$ cat config.mk
export PLATFORM = sky130hd
export DESIGN_NAME = dmf_queue
export DESIGN_NICKNAME = d
export VERILOG_FILES = /design/src/dmf_pkg.sv /design/src/dmf_queue.sv
export SDC_FILE = /design/constraint.sdc
export NUM_CORES = 1
export LEC_CHECK = 0
export BUFFER_PORTS_ARGS = -buffer_cell sky130_fd_sc_hd__buf_2
export CAP_MARGIN = 0
export CELL_PAD_IN_SITES_DETAIL_PLACEMENT = 1
export CELL_PAD_IN_SITES_GLOBAL_PLACEMENT = 2
export CORE_UTILIZATION = 40
export DETAILED_ROUTE_END_ITERATION = 10
export PLACE_DENSITY_LB_ADDON = 0.2
export SKIP_CTS_REPAIR_TIMING = 1
export SLEW_MARGIN = 10
export SYNTH_ARGS = -nofsm -noshare
export SYNTH_HDL_FRONTEND = slang
export SYNTH_SLANG_ARGS = --single-unit
$ cat constraint.sdc
create_clock -name clk -period 7.15 [get_ports clk]
set_clock_uncertainty 0.2 [all_clocks]
set_input_delay 0.715 -clock clk [delete_from_list [all_inputs] [get_ports clk]]
set_output_delay 0.715 -clock clk [all_outputs]
set_load 0.01 [all_outputs]
$ cat src/dmf_pkg.sv
// ----------------------------------------------------------------------------
// dmf_pkg: shared types and constants for the decimating matched filter
// Holds widths, opcodes, the queue entry type and the config register indexes.
// ----------------------------------------------------------------------------
package dmf_pkg;

  localparam int MaxTaps  = 64;
  localparam int IdxW     = $clog2(MaxTaps);
  localparam int CntW     = IdxW + 1;
  localparam int SampW    = 16;
  localparam int AccW     = 40;
  localparam int OutW     = 26;
  localparam int SqW      = 50;   // r*r + i*i, r and i are at most 25 bits signed
  localparam int RootW    = SqW / 2;
  localparam int QDepth   = 2;

  localparam logic OP_SAMPLE = 1'b0;
  localparam logic OP_TAP    = 1'b1;

  localparam logic [0:0] REG_TAP_COUNT  = 1'd0;
  localparam logic [0:0] REG_DECIMATION = 1'd1;

  // one classified beat handed from front to back
  typedef struct packed {
    logic               is_tap;
    logic [IdxW-1:0]    addr;      // delay-line or tap-store address
    logic [SampW-1:0]   re;
    logic [SampW-1:0]   im;
    logic               fire;      // sample completes a decimation cycle
  } cmd_t;

  // clamped configuration seen by both halves
  typedef struct packed {
    logic [CntW-1:0] taps;
    logic [CntW-1:0] dec;
  } cfg_t;

endpackage

$ cat src/dmf_queue.sv
// ----------------------------------------------------------------------------
// dmf_queue: short FIFO between the front and back halves
// ----------------------------------------------------------------------------
module dmf_queue (
  input  logic          clk,
  input  logic          rst_n,
  input  logic          push,
  input  dmf_pkg::cmd_t wdata,
  output logic          full,
  input  logic          pop,
  output dmf_pkg::cmd_t rdata,
  output logic          empty
);
  import dmf_pkg::*;

  localparam int PtrW = $clog2(QDepth);

  cmd_t            ent_r [QDepth];
  logic [PtrW-1:0] wp_r, rp_r;
  logic [PtrW:0]   cnt_r;

  assign full  = (cnt_r == QDepth[PtrW:0]);
  assign empty = (cnt_r == '0);
  assign rdata = ent_r[rp_r];

  always_ff @(posedge clk) begin
    if (push) begin
      ent_r[wp_r] <= wdata;
    end
  end

  always_ff @(posedge clk) begin
    if (!rst_n) begin
      wp_r  <= '0;
      rp_r  <= '0;
      cnt_r <= '0;
    end else begin
      if (push) wp_r <= wp_r + 1'b1;
      if (pop)  rp_r <= rp_r + 1'b1;
      cnt_r <= cnt_r + {{PtrW{1'b0}}, push} - {{PtrW{1'b0}}, pop};
    end
  end

endmodule

==> results.json, run 1 <==
{
  "dpl.hpwl_um": 3454,
  "root_buffer": "clkbuf_8",
  "die_x_um": 90.36,
  "n_fill_cell": 723,
  "worst_path_max_delay_cell": "dfxtp_2",
  "reg2reg_from": "wp_r",
  "rows": 31,
  "nets": 284,
  "io_buffers": 85,
  "cp_num_buf_inv": 1,
  "fin_crit_sh_pct": 39.44,
  "max-cap-violations": 0,
  "place_ws_ns": 4.656,
  "drive_gt1_share_pct": 59.50,
  "p_clk_share_pct": 31.4,
  "viasPerCell": 4.630,
  "dr.pass1.iters": 4,
  "p_int_mw": 0.7926,
  "rrSetupSlack_ns": 5.34,
  "ant_nets": 0,
  "max_stage_delay_ns": 0.98,
  "ios": 86,
  "overflow": 0,
  "r2r_end": "ent_r[1][38]",
  "die_area_um2": 8165,
  "cts_tree": "done",
  "fin_ws_ns": 4.330,
  "synthCells": 145,
  "seq_power_share_pct": 57.9,
  "arrival_ns": 1.90,
  "yosys_warnings": 0,
  "worstPathMaxFanout": 40,
  "syn_area_um2": 3123,
  "drv_slew": 0,
  "fmax_ghz": 0.3546,
  "clock_sinks": 85,
  "grt_max_degree": 41,
  "path_class": "flip-flop to output pin",
  "end_kind": "output pin",
  "area_growth_pct": 22.76,
  "n_antenna_cell": 0,
  "hold_viol_final": 0,
  "antenna_found_initial": 0,
  "grtUsageTotal_pct": 14.32,
  "wl_um": 5350,
  "cts_buffers": 9,
  "grt_pass1_wl_um": 8611,
  "clock_latency_ns": 0.34,
  "path_delay_family": "flip-flops",
  "p_sw_share_pct": 22.37,
  "maxSlewHeadroom_pct": 32.90,
  "whs_endpoint": "ent_r[0][32]",
  "hp-start": "wdata[32]",
  "tightest_slew_ns": 1.006,
  "r2r_cells": 1,
  "synth_cell_types": 12,
  "place.gp.congestion": 0.6418,
  "start_util_pct": 42.16,
  "dr.first_iter.drc_count": 50,
  "fin_util_pct": 51.75,
  "ys_ff_latch": 85,
  "cts.clk_slew.worst_paths_ns": 0.08,
  "outcome": "complete, no violations",
  "period_minus_slack_ns": 2.820,
  "avgRoutedWirePerCell_um": 15.69,
  "min_path_cells": 1,
  "cts_buffer_depth": 2,
  "p_switching_mw": 0.2284,
  "grt_pass1_vias": 1696,
  "crit_chain": "mux2_2 -> buf_2",
  "die_height_um": 90.36,
  "ctsHtreeMaxLevel": 3,
  "synth_nets": 191,
  "power_leakage_nw": 1.449,
  "hold_class": "primary input to flip-flop",
  "max-vdd-ir-drop_mv": 0.1905,
  "via_count": 1579,
  "core-area_um2": 7408,
  "finalSetupViolCount": 0,
  "rsz0062_at_grt": "no",
  "worstPathRequired_ns": 6.23,
  "p_comb_share_pct": 10.7,
  "power.density_nw_per_um2": 266.3,
  "seq_area_frac_synth_pct": 80.13,
  "syn_area_per_cell_um2": 21.54,
  "start_kind": "flip-flop",
  "tns_ns": 0,
  "drcViolationCount": 0
}
==> cells by family after synthesis <==
family	Yosys count	synth area share, %
xor+xnor	2	1.002
compound gates	1	0.2405
mux	40	14.42
flops	85	80.13
fa+ha+maj	2	0.8012
buf+inv	6	1.683
simple gates	9	1.722
==> Yosys cell counts <==
library cell  count  area [um^2]
mux2_2           40        450.4
nor2b_1           4        25.02
xor2_1            1        8.760
edfxtp_1         80         2402
o21a_1            1        7.510
inv_1             2        7.510
and2_1            4        25.02
nor2_1            1        3.750
dfxtp_1           5        100.1
xnor3_1           1        22.52
buf_6             4        45.04
ha_1              2        25.02
==> final cells by class <==
class | count | area (um^2) | share of cell area, %
Clock buffer | 9 | 123.9 | 3.231
Clock inverter | 6 | 65.06 | 1.697
Inverter | 2 | 7.507 | 0.1958
Multi-Input combinational cell | 54 | 576.8 | 15.05
Sequential cell | 85 | 2504 | 65.31
Tap cell | 99 | 123.9 | 3.231
Timing Repair Buffer | 86 | 432.9 | 11.29
==> registers in the layout, summed over array words and instances, names as in the netlist, named ones only <==
name	count
rp_r	1
ent_r	80
wp_r	1
cnt_r	2
==> metrics by stage <==
stage          area (um^2)  instances  power (mW)  hold slack (ns)
3_5_place_dp          3645        326      0.7149           0.3870
3_3_place_gp          3645        326      0.7125           0.3612
5_1_grt               3834        341       1.066           0.3337
4_1_cts               3834        341       1.037           0.3338
2_1_floorplan         3123        145      0.6661           0.3546
6_report              3834        341       1.021           0.3546
==> layer usage <==
metal	vias up	part of all wire, %	track usage [%]
met3	10	4.1	3.030
met4	0	2.1	8.468
met5	-	0	0
met1	770	44	17.82
li1	750	-	-
met2	49	50	23.09
==> power by group through the flow <==
stage                     clock network, mW  logic [mW]  registers [mW]
final                                 0.321       0.110           0.591
after CTS                             0.333       0.113           0.592
after global routing                  0.351       0.121           0.595
after global placement                    0       0.111           0.602
after detailed placement                  0       0.112           0.603
after floorplan                           0      0.0736           0.592
==> cell usage in the layout, fill, tap and decap left out, types with 2 or more instances in the layout <==
master | Yosys | layout
mux2_2 | 40 | 40
clkbuf_8 | 0 | 9
clkinv_4 | 0 | 2
buf_2 | 0 | 85
and2_1 | 4 | 3
clkinv_2 | 0 | 2
edfxtp_1 | 80 | 80
dfxtp_1 | 5 | 4
nor2b_1 | 4 | 3
inv_1 | 2 | 2
ha_1 | 2 | 2
==> how the worst max path moves through the flow <==
stage | from | endpoint | slack [ns] | depth (start not counted)
3_3_place_gp | flip-flop | rdata[24] | 4.63 | 2
2_1_floorplan | push | ent_r[0][0] | 3.97 | 1
5_1_grt | flip-flop | rdata[38] | 4.20 | 2
3_5_place_dp | flip-flop | rdata[6] | 4.66 | 2
6_report | flip-flop | rdata[24] | 4.33 | 2
4_1_cts | flip-flop | rdata[6] | 4.27 | 2
No activity file was read; power rests on OpenSTA's default activity.
==> run 2: changes to the inputs <==
--- a/config.mk
+++ b/config.mk
@@ -9,7 +9,7 @@
 export CAP_MARGIN = 0
 export CELL_PAD_IN_SITES_DETAIL_PLACEMENT = 1
 export CELL_PAD_IN_SITES_GLOBAL_PLACEMENT = 2
-export CORE_UTILIZATION = 40
+export CORE_UTILIZATION = 37
 export DETAILED_ROUTE_END_ITERATION = 10
 export PLACE_DENSITY_LB_ADDON = 0.2
 export SKIP_CTS_REPAIR_TIMING = 1
==> constraint.sdc (replaced) <==
create_clock -name clk -period 2.7 [get_ports clk]
set_clock_uncertainty 0.2 [all_clocks]
set_input_delay 0.27 -clock clk [delete_from_list [all_inputs] [get_ports clk]]
set_output_delay 0.27 -clock clk [all_outputs]
set_load 0.01 [all_outputs]
==> results.json, run 2 (synthesized netlist as in run 1, its figures left out) <==
{
  "outcome": "complete, no violations",
  "place.gp.congestion": 0.6281,
  "drcViolationCount": 0,
  "power.density_nw_per_um2": 628.3,
  "period_minus_slack_ns": 2.057,
  "root_buffer": "clkbuf_8",
  "fmax_ghz": 0.4861,
  "tns_ns": 0,
  "drv_slew": 0,
  "rsz0062_at_grt": "no",
  "tightest_slew_ns": 0.6271,
  "ctsHtreeMaxLevel": 3,
  "path_class": "flip-flop to output pin",
  "worstPathRequired_ns": 2.23,
  "die_height_um": 93.87,
  "clock_sinks": 85,
  "layout_commonest_cell": "buf_2",
  "overflow": 0,
  "hold_viol_final": 0,
  "end_kind": "output pin",
  "cts_buffer_depth": 2,
  "multiInputGateArea_um2": 576.8,
  "ant_nets": 0,
  "largest_reg_flops": 80,
  "max-vdd-ir-drop_mv": 0.2675,
  "grt_max_degree": 35,
  "core-area_um2": 8175,
  "grt_pass1_wl_um": 8286,
  "fin_ws_ns": 0.6429,
  "antenna_found_initial": 0,
  "io_buffers": 85,
  "n_fill_cell": 813,
  "start_kind": "flip-flop",
  "viasPerCell": 4.478,
  "finalSetupViolCount": 0,
  "clock_latency_ns": 0.34,
  "layout_common_cells": "buf_2, edfxtp_1, dlygate4sd3_1",
  "maxSlewHeadroom_pct": 58.19,
  "power_leakage_nw": 1.625,
  "drive_gt1_share_pct": 51.05,
  "fin_crit_sh_pct": 76.19,
  "top_regs": "ent_r x80, cnt_r x2",
  "avgRoutedWirePerCell_um": 14.98,
  "via_count": 1751,
  "grtUsageTotal_pct": 13.09,
  "die_x_um": 93.87,
  "wl_um": 5856,
  "largest_register": "ent_r",
  "fin_util_pct": 52.49,
  "n_antenna_cell": 0,
  "ff_latch_area_um2": 2504,
  "nets": 327,
  "cts_buffers": 9,
  "dr.first_iter.drc_count": 20,
  "hold_class": "primary input to flip-flop",
  "worstPathMaxFanout": 34,
  "die_area_um2": 8812,
  "dr.pass1.iters": 3,
  "hold_slack_ns": 0.07624,
  "ios": 86,
  "rows": 33,
  "grt_pass1_vias": 1686,
  "cts_tree": "done",
  "place_ws_ns": 0.9670,
  "area_growth_pct": 37.42,
  "dpl.hpwl_um": 3489,
  "max-cap-violations": 0,
  "cts.clk_slew.worst_paths_ns": 0.08,
  "arrival_ns": 1.59,
  "start_util_pct": 38.20
}
## run 2: per-stage QoR
stage	power [mW]	instances	area, um^2
global placement	1.902	334	3705
detailed placement	1.908	334	3705
finish	2.696	391	4292
CTS	2.687	350	3881
floorplan	1.763	145	3126
global route	2.814	391	4292
## run 2: path summary, 6_finish.rpt
kind,to,depth (start not counted),slack [ns],start
worst max-delay path,rdata[23],3,0.64,flip-flop
worst min-delay path,wp_r,3,0.08,push
worst max register to register,ent_r[1][8],2,0.99,wp_r
worst min register to register,flip-flop,2,0.38,rp_r
## run 2: power by group
part	internal, mW	switching [mW]	leakage, nW
logic	0.206	0.168	0.754
clock network	0.335	0.444	0.0791
registers	1.52	0.0238	0.793
total	2.06	0.636	1.63
## run 2: critical path: stages (launching register included)
cell and delay (ns):
dfxtp_2 0.45, buf_12 0.26, mux2_2 0.38, buf_2 0.14
## run 2: routing by layer
metal	track usage [%]	part of all wire, %	wire, um
met1	16.27	44	2554
met2	20.50	50	2942
met3	3.722	4.6	272
met4	7.308	1.5	87
met5	0	0	0
## run 2: layout make-up
cell class | count | share of cell area (%)
Clock buffer | 9 | 2.886
Clock inverter | 7 | 1.224
Inverter | 2 | 0.1749
Multi-Input combinational cell | 54 | 13.44
Sequential cell | 85 | 58.34
Tap cell | 105 | 3.061
Timing Repair Buffer | 129 | 20.87
