### src/dmf_pkg.sv
// ----------------------------------------------------------------------------
// dmf_pkg: shared types and constants for the decimating matched filter
// Holds widths, opcodes, the queue entry type and the config register indexes.
// ----------------------------------------------------------------------------
package dmf_pkg;

  localparam int MaxTaps  = 64;
  localparam int IdxW     = $clog2(MaxTaps);
  localparam int CntW     = IdxW + 1;
  localparam int SampW    = 16;
  localparam int AccW     = 40;
  localparam int OutW     = 26;
  localparam int SqW      = 50;   // r*r + i*i, r and i are at most 25 bits signed
  localparam int RootW    = SqW / 2;
  localparam int QDepth   = 2;

  localparam logic OP_SAMPLE = 1'b0;
  localparam logic OP_TAP    = 1'b1;

  localparam logic [0:0] REG_TAP_COUNT  = 1'd0;
  localparam logic [0:0] REG_DECIMATION = 1'd1;

  // one classified beat handed from front to back
  typedef struct packed {
    logic               is_tap;
    logic [IdxW-1:0]    addr;      // delay-line or tap-store address
    logic [SampW-1:0]   re;
    logic [SampW-1:0]   im;
    logic               fire;      // sample completes a decimation cycle
  } cmd_t;

  // clamped configuration seen by both halves
  typedef struct packed {
    logic [CntW-1:0] taps;
    logic [CntW-1:0] dec;
  } cfg_t;

endpackage

### src/dmf_front.sv
// ----------------------------------------------------------------------------
// dmf_front: accepts beats, tracks the decimation phase and classifies beats
// Sample beats get their delay-line address; the last of a cycle is marked.
// ----------------------------------------------------------------------------
module dmf_front (
  input  logic                     clk,
  input  logic                     rst_n,
  input  dmf_pkg::cfg_t            cfg,
  input  logic                     clr,
  input  logic                     in_valid,
  output logic                     in_ready,
  input  logic                     in_opcode,
  input  logic signed [15:0]       in_sample_i,
  input  logic signed [15:0]       in_sample_q,
  input  logic [5:0]               in_tap_index,
  input  logic signed [15:0]       in_tap_re,
  input  logic signed [15:0]       in_tap_im,
  output logic                     q_push,
  output dmf_pkg::cmd_t            q_data,
  input  logic                     q_full
);
  import dmf_pkg::*;

  logic [CntW-1:0] phase_r, phase_nxt, ph_eff, ph_inc;
  logic [CntW-1:0] pos;

  assign in_ready = !q_full && !clr;
  assign q_push   = in_valid && in_ready;

  // phase at or beyond decimation is taken as zero
  always_comb begin
    ph_eff = (phase_r >= cfg.dec) ? '0 : phase_r;
    ph_inc = ph_eff + 1'b1;
    pos    = cfg.taps - cfg.dec + ph_eff;
    q_data.is_tap = (in_opcode == OP_TAP);
    q_data.addr   = q_data.is_tap ? in_tap_index : pos[IdxW-1:0];
    q_data.re     = q_data.is_tap ? in_tap_re : in_sample_i;
    q_data.im     = q_data.is_tap ? in_tap_im : in_sample_q;
    q_data.fire   = !q_data.is_tap && (ph_inc >= cfg.dec);
    phase_nxt     = phase_r;
    if (clr) begin
      phase_nxt = '0;
    end else if (q_push && !q_data.is_tap) begin
      phase_nxt = q_data.fire ? '0 : ph_inc;
    end
  end

  always_ff @(posedge clk) begin
    if (!rst_n) begin
      phase_r <= '0;
    end else begin
      phase_r <= phase_nxt;
    end
  end

endmodule

### config.mk
export PLATFORM = sky130hd
export DESIGN_NAME = dmf_front
export DESIGN_NICKNAME = d
export VERILOG_FILES = /design/src/dmf_pkg.sv /design/src/dmf_front.sv
export SDC_FILE = /design/constraint.sdc
export NUM_CORES = 1
export LEC_CHECK = 0
export BUFFER_PORTS_ARGS = -buffer_cell sky130_fd_sc_hd__buf_2
export CAP_MARGIN = 10
export CELL_PAD_IN_SITES_DETAIL_PLACEMENT = 1
export CELL_PAD_IN_SITES_GLOBAL_PLACEMENT = 1
export CORE_MARGIN = 8
export CORE_UTILIZATION = 27
export CTS_CLUSTER_DIAMETER = 120
export DETAILED_ROUTE_END_ITERATION = 8
export PLACE_DENSITY_LB_ADDON = 0.1
export SYNTH_ARGS = -nofsm -noshare
export SYNTH_HDL_FRONTEND = slang
export SYNTH_SLANG_ARGS = --single-unit
### constraint.sdc
create_clock -name clk -period 5.42 [get_ports clk]
set_input_delay 0.542 -clock clk [delete_from_list [all_inputs] [get_ports clk]]
set_output_delay 0.542 -clock clk [all_outputs]
set_load 0.01 [all_outputs]
==> run metrics, run 1 <==
CTS tree done; Post CTS Setup Buffer Count 0; setup TNS 0 ns; antenna cell count 0; CP top delay family compound AO/OA/AOI/OAI gates; Tcrit/Tclk final 83.2%; cts hold-fix bufs 0; DRT antenna net count 0; post-CTS sizing 0; largest net degree at the start of global routing 47; area growth from synthesis to layout 47.5%; first-pass GRT wire length 10.3 mm; Clock Sinks 7; share of layout cells above drive strength 1 56.5%; Final min period 4.51 ns; Clock Skew 0.000543 ns; commonest cells after routing, fill and taps aside 130 x buf_2, 34 x mux2_2, 21 x ha_1, 19 x inv_1, 16 x nand2_1; clk_lat worst skew 0.22 ns; Post-synth ARST share 0%; Worst slew margin 38.0%; Yosys reg bits 7; height of the die 93.7 um; initial antenna violation count 0; Static Leak 1.25 nW; top flop regs phase_r (7); # rows 28; via count 1,865; chip width 93.7 um; remaining global-route overflow 0; share of the synthesized area in the top cell type 23.5%; Filler Cells Inserted 774; drt pass-1 iters 4; Biggest register phase_r; crit path cell chain buf_2, inv_1, ha_1, a21oi_1, o21ai_1, a211oi_4, buf_4, nand2_1, inv_1, ha_1, nand3_1, or3_1, a21oi_1, ha_1, nand4_1, nor2_1, a221oi_4, nor2_1, buf_2; Root Buffer clkbuf_8; Avg WL per Cell 16.6 um; Die ar. 8780 um^2; Yosys top cell by area mux2_2; max frequency 0.222 GHz; critical path arrival 3.97 ns; # nets final 432; Cell variety after synth 43; Critical Path RT 4.88 ns; Final GP Congestion 0.748; clk slew on worst S/H paths 0.04 ns; kind of critical path input pin to primary output; slowest CP cell or3_1; H-tree levels 1; Clock Tree Buf Depth 2; GR Util All Layers 14.6%; cts bufs inserted 3; maxcap violations 0; unrepaired setup endpoints after global routing false; vias in the first global route 1,980; Mapped Area 1630 um^2; Routed WL 6.47 mm; Max FO, Critical Path 10; Gate Count Post-Synth 186; core area 5890 um^2; synthesized area per cell 8.76 um^2; most common cell after layout, fill and taps aside buf_2; Yosys Warn Count 0; Slew Limit Fails 0; max reg flops 7; status finished clean; HP Class flop to flop; Peak VDD IR 51.7 uV; Via density 4.78; # setup viols final 0; residual DRC count 0; Buf+Inv Stages, Crit Path 5; IO Port Bufs 130; most frequent CP cell ha_1; EDFF count, synth 0; Worst Tran Pin Value 0.930 ns; Final Non-Filler Cells 390; pwr dens 118 nW/um^2; Area contributors post-synth mux2_2 24%, ha_1 16%, dfxtp_1 8.6%; Worst path max stage delay 0.42 ns; Starting Density 27.7%; post-route cell area 2400 um^2; final worst setup slack 0.913 ns; Top Ports 132; DP HPWL 5.80 mm; drt initial violations 42; Final Hold Fails 0; Place WS 0.893 ns; main flop type after synthesis dfxtp_1; Worst Setup Start Kind input pin; dpl cells 386; Seq/Total Area, Yosys 8.60%; endpoint type of the worst setup path primary output; Placement Cell Area 2360 um^2; Mapped Nets 302
[per-layer routing]
metal	part of all wire [%]	GRT usage [%]	routed length (um)	vias up
met3	6.9	3.84	446	2
met5	0	0	0	-
met2	55	29.0	3590	49
met1	37	15.1	2420	876
li1	-	-	-	938
met4	0.22	1.59	14	0
[final timing paths]
path                                         startpoint  slack, ns                       to  cells past startpoint
worst min-delay path            phase_r[6]$_SDFFE_PP0P_       0.51  phase_r[6]$_SDFFE_PP0P_                      2
worst min register to register  phase_r[6]$_SDFFE_PP0P_       0.51  phase_r[6]$_SDFFE_PP0P_                      2
worst max register to register  phase_r[2]$_SDFFE_PP0P_       1.39  phase_r[6]$_SDFFE_PP0P_                     18
worst max-delay path                             cfg[2]       0.91                q_data[0]                     19
[synthesized netlist by cell type (all sizes together) (3+ instances only)]
master  instances
nand4           3
clkbuf          4
xnor2           5
mux2           34
nand2b          3
o22ai           4
a21o            4
dfxtp           7
fa              5
ha             21
inv            19
a21oi          10
a211oi          3
nor2            7
o21ai           8
a41oi           4
nand2          16
nand3           5
buf             3
[per-stage QoR]
stage | hold WS [ns] | power (mW) | util (%)
6_report | 0.512 | 0.284 | 40.8
5_1_grt | 0.533 | 0.306 | 40.8
4_1_cts | 0.511 | 0.288 | 40.8
3_5_place_dp | 0.505 | 0.214 | 40.1
3_3_place_gp | 0.492 | 0.211 | 40.1
2_1_floorplan | 0.455 | 0.143 | -
[cell type report]
type,count,area (um^2),area share [%]
multi-input cells,153,1390,57.7
well taps,75,93.8,3.90
repair buffers,132,666,27.7
inverters,19,71.3,2.97
flip-flops and latches,7,140,5.83
clock buffers,4,45.0,1.87
[cell families (layout without fill, tap and decap cells)]
| group | after synthesis | count (layout) | synth area share [%] |
|---|---|---|---|
| AO/OA/AOI/OAI | 40 | 40 | 19.4 |
| flip-flops | 7 | 7 | 8.60 |
| adder cells (fa/ha/maj) | 26 | 26 | 22.3 |
| multiplexers | 34 | 34 | 23.5 |
| XOR/XNOR | 8 | 8 | 5.15 |
| buffers and inverters | 26 | 155 | 6.22 |
| AND/OR/NAND/NOR | 45 | 45 | 14.8 |
[power by group]
| part | leakage, nW | total (mW) | internal [mW] | switching [mW] |
|---|---|---|---|---|
| registers | 0.0564 | 0.0519 | 0.0518 | 0.000134 |
| logic | 1.17 | 0.158 | 0.0836 | 0.0744 |
| clock network | 0.0228 | 0.0737 | 0.0509 | 0.0228 |
[worst min-delay path, stage by stage, from the launching register on]
cell and delay (ns):
dfxtp_1 0.34, inv_1 0.06, o22ai_1 0.06
Note: power is estimated with default switching activity, not from simulation.
==> inputs of run 2 (changes only) <==
--- a/config.mk
+++ b/config.mk
@@ -5,12 +5,13 @@
 export SDC_FILE = /design/constraint.sdc
 export NUM_CORES = 1
 export LEC_CHECK = 0
+export ABC_AREA = 1
 export BUFFER_PORTS_ARGS = -buffer_cell sky130_fd_sc_hd__buf_2
 export CAP_MARGIN = 10
 export CELL_PAD_IN_SITES_DETAIL_PLACEMENT = 1
 export CELL_PAD_IN_SITES_GLOBAL_PLACEMENT = 1
 export CORE_MARGIN = 8
-export CORE_UTILIZATION = 27
+export CORE_UTILIZATION = 22
 export CTS_CLUSTER_DIAMETER = 120
 export DETAILED_ROUTE_END_ITERATION = 8
 export PLACE_DENSITY_LB_ADDON = 0.1
==> constraint.sdc (replaced) <==
create_clock -name clk -period 3.83 [get_ports clk]
set_input_delay 0.383 -clock clk [delete_from_list [all_inputs] [get_ports clk]]
set_output_delay 0.383 -clock clk [all_outputs]
set_load 0.01 [all_outputs]
==> run 2 against run 1 <==
Against the previous run:
- combinational power is 41% higher
- global-route usage is 1.2 points lower
- synthesized cell count is 56% higher
- total power is 42% higher
- routed wire length is 12% higher
- final cell count is 35% higher
- setup slack worse by 0.68 ns
- hold slack worse by 0.030 ns
- sequential share of layout area is 0.22 points lower
- design area is 6.7% higher
- via count is 20% higher
- non-clock buffer count is 11 higher
==> run metrics, run 2 <==
status finished clean; core area 7210 um^2 (+23%); commonest cells after routing, fill and taps aside 151 x nand2_1, 130 x buf_2, 32 x inv_1, 18 x ha_1, 13 x buf_4; Post-synth ARST share 0% (unchanged); height of the die 102 um (+8.9%); Worst Tran Pin Value 0.395 ns (-0.534 ns); Area contributors post-synth nand2_1 35%, ha_1 16%, dfxtp_1 8.6%; remaining global-route overflow 0 (unchanged); Static Leak 1.58 nW (+27%); GR Util All Layers 13.3% (-1.2 points); Mapped Nets 407 (+35%); Post-Synth XOR/XNOR Area 1.61% (-3.5 points); first-pass GRT wire length 11.3 mm (+10%); Root Buffer clkbuf_8; max reg flops 7 (unchanged); Worst path max stage delay 0.47 ns (+0.05 ns); largest net degree at the start of global routing 40 (-15%); unrepaired setup endpoints after global routing false; slowest CP cell fa_1; Gate Count Post-Synth 291 (+56%); drt initial violations 56 (+33%); Yosys top cell by area nand2_1; Biggest register phase_r; via count 2,247 (+20%); Post-synth top cells 151 x nand2_1, 32 x inv_1, 21 x ha_1; vias in the first global route 2,275 (+15%); dpl cells 523 (+35%); # setup viols final 0 (unchanged); critical path arrival 3.22 ns (-0.75 ns); maxcap violations 0 (unchanged); Pwr Total 0.403 mW (+42%); clk slew on worst S/H paths 0.04 ns (about the same); simple-gate share of the synthesized area 50.0% (+35 points); adder-cell share of the synthesized area 22.3% (unchanged); Seq/Total Area, Yosys 8.60% (unchanged); cts hold-fix bufs 0 (unchanged); top flop regs phase_r (7); most frequent cell after synthesis nand2_1; Die ar. 10,400 um^2 (+19%); HP Class flop to flop; antenna cell count 0 (unchanged); share of the synthesized area in the top cell type 34.8% (+11 points); Core Util, Final 35.5% (-5.3 points); CTS tree done; kind of critical path flop to primary output; FF-to-FF setup slack 0.64 ns (-0.75 ns); endpoint type of the worst setup path primary output; DRT antenna net count 0 (unchanged); Slew Limit Fails 0 (unchanged); Starting Density 22.6% (-5.1 points); Via density 4.26 (-11%); Final min period 3.60 ns; # nets final 546 (+26%); Clock Skew 0.000356 ns (-0.000187 ns); Tcrit/Tclk final 94.0%; IO Port Bufs 130 (unchanged); main flop type after synthesis dfxtp_1; share of layout cells above drive strength 1 40.8% (-16 points); Worst slew margin 73.6% (+36 points); Clock Sinks 7 (unchanged); Critical Path RT 3.45 ns (-1.43 ns); clk_lat worst skew 0.23 ns (about the same); H-tree levels 1 (unchanged); setup TNS 0 ns (unchanged); Placement Cell Area 2460 um^2 (+4.1%); residual DRC count 0 (unchanged); post-synthesis compound-gate area fraction 7.37% (-12 points); DP HPWL 6.44 mm (+11%); pwr dens 157 nW/um^2 (+33%); Peak VDD IR 116 uV (+130%); post-route cell area 2560 um^2 (+6.7%); most frequent CP cell nand2_1; post-synthesis mux area share 0% (-24 points); crit path cell chain ha_1, nand2_1, nand2_1, a21oi_4, buf_4, nand3_4, buf_4, fa_1, inv_1, ha_1, nand3_1, nand3_1, nand2_1, nand2_1, a21oi_2, or2_1, nand3_1, nand2_1, buf_2; Routed WL 7.28 mm (+12%); Yosys reg bits 7 (unchanged); Final Hold Fails 0 (unchanged); most common cell after layout, fill and taps aside nand2_1; max frequency 0.278 GHz; cts bufs inserted 3 (unchanged); Avg WL per Cell 13.8 um (-17%); Filler Cells Inserted 1,031 (+33%); Mapped Area 1630 um^2 (unchanged); drt pass-1 iters 4 (unchanged); Yosys Warn Count 0 (unchanged); Top Ports 132 (unchanged); Cell variety after synth 31 (-28%); Worst Setup Start Kind flop; Max FO, Critical Path 5 (-5); synthesized area per cell 5.60 um^2 (-36%); EDFF count, synth 0 (unchanged); initial antenna violation count 0 (unchanged); main combinational cell family by area after synthesis simple AND/OR/NAND/NOR gates; Final Non-Filler Cells 528 (+35%); Final GP Congestion 0.783 (+4.7%); chip width 102 um (+8.9%); # rows 31 (+11%); area growth from synthesis to layout 57.4%; Clock Tree Buf Depth 2 (unchanged)
run 2: changes by cell type after synthesis, sizes merged, moves of 4 or more:
cell and change:
a21oi +4, o21ai -5, a21o -4, mux2 -34, nor2 +5, nand3 +9
a41oi -4, inv +15, nand2 +138
run 2: worst max-delay path, delay by kind of cell, from the launching register on:
family	cells	cell delay, ns
buffers and inverters	4	0.51
flip-flops	1	0.35
AO/OA/AOI/OAI	2	0.20
AND/OR/NAND/NOR	10	0.88
adder cells (fa/ha/maj)	3	1.05
run 2: timing repair:
| action | CTS | global route |
|---|---|---|
| setup endpoints to repair | 0 | 3 |
| buffers inserted | 0 | 1 |
| endpoints found under the hold margin | 0 | 0 |
| gates resized for setup | 0 | 13 |
run 2: area by class of cell:
| cell class | instances | area [um^2] | share of cell area [%] |
|---|---|---|---|
| inverter | 34 | 128 | 4.98 |
| timing repair buffer | 143 | 748 | 29.2 |
| multi-input combinational | 241 | 1380 | 53.6 |
| tap | 99 | 124 | 4.83 |
| clock buffer | 4 | 45.0 | 1.76 |
| sequential | 7 | 144 | 5.61 |
run 2: through the flow:
stage | worst slack (ns) | hold WS, ns
final | 0.228 | 0.482
after floorplan | 0.588 | 0.458
after global routing | 0.0111 | 0.513
after global placement | 0.197 | 0.483
after detailed placement | 0.144 | 0.497
after CTS | 0.0356 | 0.502
run 2: cells by family (layout without fill, tap and decap cells):
logic type / Yosys count / after routing
buffers and inverters: 43 / 181
flip-flops: 7 / 7
adder cells (fa/ha/maj): 26 / 26
XOR/XNOR: 3 / 3
AO/OA/AOI/OAI: 20 / 20
AND/OR/NAND/NOR: 192 / 192
run 2: routing by layer:
layer / vias to the layer above / part of all wire, % / global-route usage, %
met5: - / 0 / 0
met3: 5 / 7.0 / 2.45
met1: 1008 / 40 / 15.4
met2: 59 / 52 / 24.8
met4: 0 / 0.65 / 2.48
li1: 1175 / - / -
run 2: path summary, 6_finish.rpt:
check,startpoint,endpoint,cells after the start
worst max-delay path,phase_r[4]$_SDFFE_PP0P_,q_data[38],19
worst min-delay path,phase_r[0]$_SDFFE_PP0P_,phase_r[0]$_SDFFE_PP0P_,2
worst max register to register,phase_r[4]$_SDFFE_PP0P_,phase_r[4]$_SDFFE_PP0P_,19
worst min register to register,phase_r[0]$_SDFFE_PP0P_,phase_r[0]$_SDFFE_PP0P_,2
run 2: where the power goes:
part | internal [mW] | switching [mW]
clock | 0.0722 | 0.0347
sequential | 0.0734 | 0.000122
combinational | 0.103 | 0.120
